`src/hw/rtl/q2e_pkg.sv`:
```
`timescale 1ns / 1ps
// Shared constants, types and helper functions of the quaternion to Euler angle converter.
// Depends on nothing; every other file of the block uses it.
package q2e_pkg;

	// Number formats
	localparam int INPUT_FRAC_BITS = 14;
	localparam int ANGLE_FRAC_BITS = 13;
	localparam int QW      = 16;                 // quaternion field width
	localparam int PW      = 2 * QW;             // product width
	localparam int SW      = PW + 2;             // doubled sum width, signed
	localparam int MW      = SW - 1;             // magnitude width of a sum
	localparam int SFB     = 2 * INPUT_FRAC_BITS;
	localparam int PSH     = (SFB > 30) ? SFB - 30 : 0;
	localparam int PSW     = SFB - PSH;          // arcsine argument width, root steps
	localparam int RW      = 2 * PSW;            // radicand width
	localparam int N_ITER  = 30;                 // rotation steps
	localparam int NORM    = 30;                 // leading one of a normalized vector
	localparam int CW      = NORM + 1;           // normalized component width
	localparam int XW      = CW + 4;             // rotation datapath width
	localparam int ZW      = 34;                 // angle accumulator width
	localparam int POS_W   = $clog2(MW);
	localparam int ANG_W   = 16;
	localparam int PITCH_W = 15;
	localparam int RND_SH  = 30 - ANGLE_FRAC_BITS;

	localparam int FIFO_DEPTH = 2;
	localparam int FIFO_AW    = $clog2(FIFO_DEPTH);
	localparam int BACK_DEPTH = 4 + PSW + N_ITER;

	// Lanes of the angle engine
	localparam int LANE_ROLL  = 0;
	localparam int LANE_PITCH = 1;
	localparam int LANE_YAW   = 2;
	localparam int N_LANES    = 3;

	// Angles at 2^30 scale
	localparam logic [31:0] HALF_PI_Q30 = 32'd1686629713;
	localparam logic [31:0] PI_Q30      = 32'd3373259426;
	localparam logic [32:0] RND_HALF    = 33'd1 << (RND_SH - 1);
	localparam logic [32:0] HALF_RND    = {1'b0, HALF_PI_Q30} + RND_HALF;
	localparam logic [ANG_W-1:0] PITCH_LIM = HALF_RND[RND_SH +: ANG_W];

	typedef struct packed {
		logic signed [PW-1:0] wx;
		logic signed [PW-1:0] yz;
		logic signed [PW-1:0] xx;
		logic signed [PW-1:0] yy;
		logic signed [PW-1:0] zz;
		logic signed [PW-1:0] wz;
		logic signed [PW-1:0] xy;
		logic signed [PW-1:0] wy;
		logic signed [PW-1:0] zx;
	} prod_t;

	typedef struct packed {
		logic          yneg;
		logic          xneg;
		logic [MW-1:0] ay;
		logic [MW-1:0] ax;
	} vec_t;

	typedef struct packed {
		vec_t           roll;
		vec_t           yaw;
		logic           p_neg;
		logic           p_clamp;
		logic [PSW-1:0] p_s;
	} sum_t;

	typedef struct packed {
		logic yneg;
		logic xneg;
		logic zero;
	} flag_t;

	typedef struct packed {
		flag_t roll;
		flag_t pitch;
		flag_t yaw;
		logic  clamp;
	} side_t;

	// Arctangent of 2^-i at 2^30 scale, truncated
	function automatic logic [29:0] atan_q30(input logic [4:0] i);
		logic [29:0] r;
		case (i)
			5'd0:  r = 30'h3243F6A8;
			5'd1:  r = 30'h1DAC6705;
			5'd2:  r = 30'h0FADBAFC;
			5'd3:  r = 30'h07F56EA6;
			5'd4:  r = 30'h03FEAB76;
			5'd5:  r = 30'h01FFD55B;
			5'd6:  r = 30'h00FFFAAA;
			5'd7:  r = 30'h007FFF55;
			5'd8:  r = 30'h003FFFEA;
			5'd9:  r = 30'h001FFFFD;
			5'd10: r = 30'h000FFFFF;
			5'd11: r = 30'h0007FFFF;
			5'd12: r = 30'h0003FFFF;
			5'd13: r = 30'h0001FFFF;
			5'd14: r = 30'h0000FFFF;
			5'd15: r = 30'h00007FFF;
			5'd16: r = 30'h00003FFF;
			5'd17: r = 30'h00001FFF;
			5'd18: r = 30'h00000FFF;
			5'd19: r = 30'h000007FF;
			5'd20: r = 30'h000003FF;
			5'd21: r = 30'h000001FF;
			5'd22: r = 30'h000000FF;
			5'd23: r = 30'h0000007F;
			5'd24: r = 30'h0000003F;
			5'd25: r = 30'h0000001F;
			5'd26: r = 30'h0000000F;
			5'd27: r = 30'h00000007;
			5'd28: r = 30'h00000003;
			5'd29: r = 30'h00000001;
			default: r = '0;
		endcase
		return r;
	endfunction

	// Position of the highest set bit, zero for an empty word
	function automatic logic [POS_W-1:0] msb_pos(input logic [MW-1:0] v);
		logic [POS_W-1:0] p;
		p = '0;
		for (int i = 0; i < MW; i++) begin
			if (v[i]) p = POS_W'(i);
		end
		return p;
	endfunction

endpackage

```
`src/hw/rtl/q2e_fifo.sv`:
```
`timescale 1ns / 1ps
// Short product queue between the front end and the angle engine.
// Depends on q2e_pkg for its depth and entry type.
module q2e_fifo (
	input  logic            clk,
	input  logic            arst_n,
	input  logic            wr_valid,
	output logic            wr_ready,
	input  q2e_pkg::prod_t  wr_data,
	output logic            rd_valid,
	input  logic            rd_ready,
	output q2e_pkg::prod_t  rd_data
);
	import q2e_pkg::*;

	prod_t              ent_q [0:FIFO_DEPTH-1];
	logic [FIFO_AW-1:0] wptr_q;
	logic [FIFO_AW-1:0] rptr_q;
	logic [FIFO_AW:0]   cnt_q;
	logic               push;
	logic               pop;

	assign wr_ready = cnt_q != (FIFO_AW + 1)'(FIFO_DEPTH);
	assign rd_valid = cnt_q != '0;
	assign rd_data  = ent_q[rptr_q];
	assign push     = wr_valid && wr_ready;
	assign pop      = rd_valid && rd_ready;

	// Advance pointers and count
	always_ff @(posedge clk or negedge arst_n) begin
		if (!arst_n) begin
			wptr_q <= '0;
			rptr_q <= '0;
			cnt_q  <= '0;
		end else begin
			if (push) wptr_q <= wptr_q + 1'b1;
			if (pop)  rptr_q <= rptr_q + 1'b1;
			if (push && !pop)      cnt_q <= cnt_q + 1'b1;
			else if (pop && !push) cnt_q <= cnt_q - 1'b1;
		end
	end

	// Store entries
	always_ff @(posedge clk) begin
		if (push) ent_q[wptr_q] <= wr_data;
	end

endmodule

```
`config.mk`:
```
export PLATFORM = sky130hd
export DESIGN_NAME = q2e_fifo
export DESIGN_NICKNAME = d
export VERILOG_FILES = /design/src/hw/rtl/q2e_pkg.sv /design/src/hw/rtl/q2e_fifo.sv
export SDC_FILE = /design/constraint.sdc
export NUM_CORES = 1
export LEC_CHECK = 0
export ABC_AREA = 1
export BUFFER_PORTS_ARGS = -buffer_cell sky130_fd_sc_hd__buf_2
export CORE_AREA = 2 2 226 228
export DETAILED_ROUTE_END_ITERATION = 6
export DIE_AREA = 0 0 228 230
export PLACE_DENSITY = 0.72
export SLEW_MARGIN = 40
export SYNTH_ARGS = -nofsm -noshare
export SYNTH_HDL_FRONTEND = slang
export SYNTH_SLANG_ARGS = --single-unit
```
`constraint.sdc`:
```
create_clock -name clk -period 15.89 [get_ports clk]
set_input_delay 1.589 -clock clk [delete_from_list [all_inputs] [get_ports clk]]
set_output_delay 1.589 -clock clk [all_outputs]
set_load 0.01 [all_outputs]
```
==> flow_summary_export.csv <==
group,metric,value,unit
outcome,outcome,"completed",
critical_path,r2r_cells,6,
critical_path,cp-start-kind,"register",
critical_path,crit_type,"register to primary output",
global_route,grt_max_degree,128,
critical_path,crit_slowest_cell,"dfrtp_4",
hold_path,worstHoldStart,"cnt_q[0]$_DFFE_PN0P_",
critical_path,critical_path_required,14.30,ns
routing,dr.pass1.iters,6,
sta,final.setup_skew,0.0213,ns
sta,period_share,0.311,
clock_network,clk_latency,0.59,ns
routing,routed_wl,50400,microns
die,die_x,228,microns
routing,dr.first_iter.drc_count,768,
die,die_area,52400,sq um
yosys,yosys_warnings,0,
critical_path,worstPathArrival,3.35,ns
sta,worst_pin_slew,0.814,ns
global_route,top_usage_layer,"met2",
sta,setup_viol,0,
yosys,ys_ff_latch,580,
die,io_pins,582,
yosys,synth_most_common_cell,"nand2_1",
routing,via_count,13545,
yosys,ys.flop_type,"edfxtp_1",
clock_network,cts_hold_buf,0,
clock_network,htree_levels,2,
final_layout,utilization,0.531,
sta,hold_viol,0,
yosys,synth_top_area_cell,"edfxtp_1",
critical_path,worstSetupEndpointType,"primary output",
yosys,yosys-top-cells-area,"edfxtp_1 82%, nand2_1 16%, buf_2 1.1%",
global_route,grt_use_met3,0.0563,
routing,wire_per_inst,17.7,microns
yosys,async_flop_share,0.00690,
sta,rsz0062_at_grt,"false",
yosys,syn_avg_cell_area,13.8,sq um
yosys,synthCells,1532,
hold_path,hold_depth,1,
die,coreArea,49900,sq um
die,rows,82,
clock_network,numCtsBuffers,56,
clock_network,cts_buffer_depth,3,
routing,antenna_left,0,
sta,tns,0,ns
routing,drc,0,
clock_network,clock_sinks,580,
critical_path,path_delay_family,"buffers and inverters",
flow_run,cap_violations,0,
yosys,synth-simple-area-share,0.157,
critical_path,crit_buf_inv,3,
placement,hpwl,34000,microns
placement,io_buffers,581,
global_route,grt_remaining_overflow,0,
yosys,synth_mux_area_frac,0,
final_layout,fin_area,26500,sq um
yosys,synth_xor_area_frac,0.000831,
sta,relSlewSlack,0.457,
global_route,grt_pass1_wl,75200,microns
yosys,yosysTopAreaCellShare,0.821,
hold_path,hp-class,"register to register",
placement,place.gp.congestion,0.948,
global_route,grt_pass1_vias,13343,
global_route,antenna_found_initial,12,
yosys,synth_compound_area_frac,0,
yosys,ys_seq_area_frac,0.826,
power,peakVddDrop,145,uV
yosys,syn_area,21100,sq um
critical_path,crit_fanout,82,
yosys,synth_cell_types,14,
yosys,synth_top_family_by_area,"simple AND/OR/NAND/NOR gates",
clock_network,cts_resized,0,
critical_path,cp_cell_sequence,"buf_4, buf_6, nand2_1, nand2_1, buf_2",
sta,drv_slew,0,
clock_network,path_clk_slew,0.06,ns
critical_path,crit_start,"rptr_q$_DFFE_PN0P_",
critical_path,critical-path-max-stage-delay,0.91,ns
critical_path,rr_startpoint,"cnt_q[0]$_DFFE_PN0P_",
final_layout,syn_to_final_growth,25.8,%
routing,via_per_inst,4.76,
placement,placed_area,24700,sq um
final_layout,drive_gt1_frac,0.315,
clock_network,post-cts-setup-buffer-count,0,
yosys,synth-edff-count,576,
die,die_h,230,microns
critical_path,path_depth,5,
power,powerDensity,191,nW/um^2
sta,period_minus_slack,4.94,ns
sta,timing.fmax,0.202,GHz
critical_path,crit_top_cell,"nand2_1",
yosys,synth_common_cells,"874 x nand2_1, 576 x edfxtp_1, 47 x buf_2, 12 x clkbuf_1, 6 x inv_1",
global_route,grt_usage,0.186,
power,p_leak,0.0113,uW
yosys,syn_nets,1825,
clock_network,cts_tree,"yes",
global_route,use_met2,0.318,
global_route,met1_usage,0.225,
die,start_util,0.423,
final_layout,num-nets-final,2414,
yosys,synth_adder_area_share,0.000594,
clock_network,cts-root-buf,"clkbuf_16",
==> cell usage in the layout (no fill, tap or decap) <==
cell type	synthesis	layout
clkinv_8	0	1
inv_8	0	1
nor2_4	0	2
xor2_1	1	1
ha_1	1	1
inv_6	0	2
clkbuf_16	0	57
nand3_1	2	2
dfrtp_4	0	1
clkinv_4	0	2
xnor2_1	1	1
nand4_1	1	1
clkinv_2	0	15
diode_2	0	8
edfxtp_1	576	576
inv_1	6	6
buf_4	4	3
clkbuf_1	12	4
dfrtp_1	4	3
clkinv_1	0	13
clkinvlp_4	0	2
bufinv_16	0	6
buf_6	0	10
nand2_1	874	874
buf_2	47	581
==> where the power goes <==
| group | internal (uW) | switching (uW) | leakage (uW) | total (uW) |
|---|---|---|---|---|
| clock network | 751 | 550 | 0.000896 | 1300 |
| registers | 2090 | 102 | 0.00541 | 2190 |
| logic | 476 | 1090 | 0.00504 | 1570 |
==> per-stage QoR <==
| step | setup WS, ns | cells | hold slack, ns | total power [uW] |
|---|---|---|---|---|
| after floorplan | 1.32 | 1532 | 0.462 | 3270 |
| after global placement | 11.29 | 2735 | 0.479 | 3770 |
| after detailed placement | 11.37 | 2735 | 0.496 | 3810 |
| after CTS | 10.70 | 2837 | 0.515 | 5110 |
| after global routing | 10.71 | 2842 | 0.537 | 5330 |
| final | 10.95 | 2845 | 0.517 | 5060 |
==> routing by layer <==
| layer | wire (microns) | part of all wire |
|---|---|---|
| met3 | 4360 | 0.086 |
| met4 | 1400 | 0.028 |
| met5 | 52 | 0.0010 |
| met1 | 19400 | 0.39 |
| met2 | 25200 | 0.50 |
==> worst paths after layout <==
kind / endpoint / slack [ns]
hold reg to reg: cnt_q[0]$_DFFE_PN0P_ / 0.52
hold / removal: cnt_q[0]$_DFFE_PN0P_ / 0.52
min in group asynchronous: wptr_q$_DFFE_PN0P_ / 0.82
setup / recovery: rd_data[186] / 10.95
max in group asynchronous: rptr_q$_DFFE_PN0P_ / 14.90
setup reg to reg: ent_q[0][185]$_DFFE_PP_ / 12.62
==> kinds of logic after synthesis <==
group / count (synthesis)
simple gates: 879
flops: 580
buf+inv: 70
xor+xnor: 2
fa+ha+maj: 1
==> cell type report <==
class	instances	area, sq um
multi-input combinational	882	3350
sequential	580	17400
clock buffer	61	1440
tap	672	841
fill	4059	23400
timing repair buffer	594	3040
antenna	8	20.0
clock inverter	41	370
inverter	7	33.8
==> state kept, by name, summed over array words and instances (netlist names) <==
| name | count |
|---|---|
| ent_q | 576 |
| wptr_q | 1 |
| rptr_q | 1 |
| cnt_q | 2 |
Power figures use the tool's default switching activity.
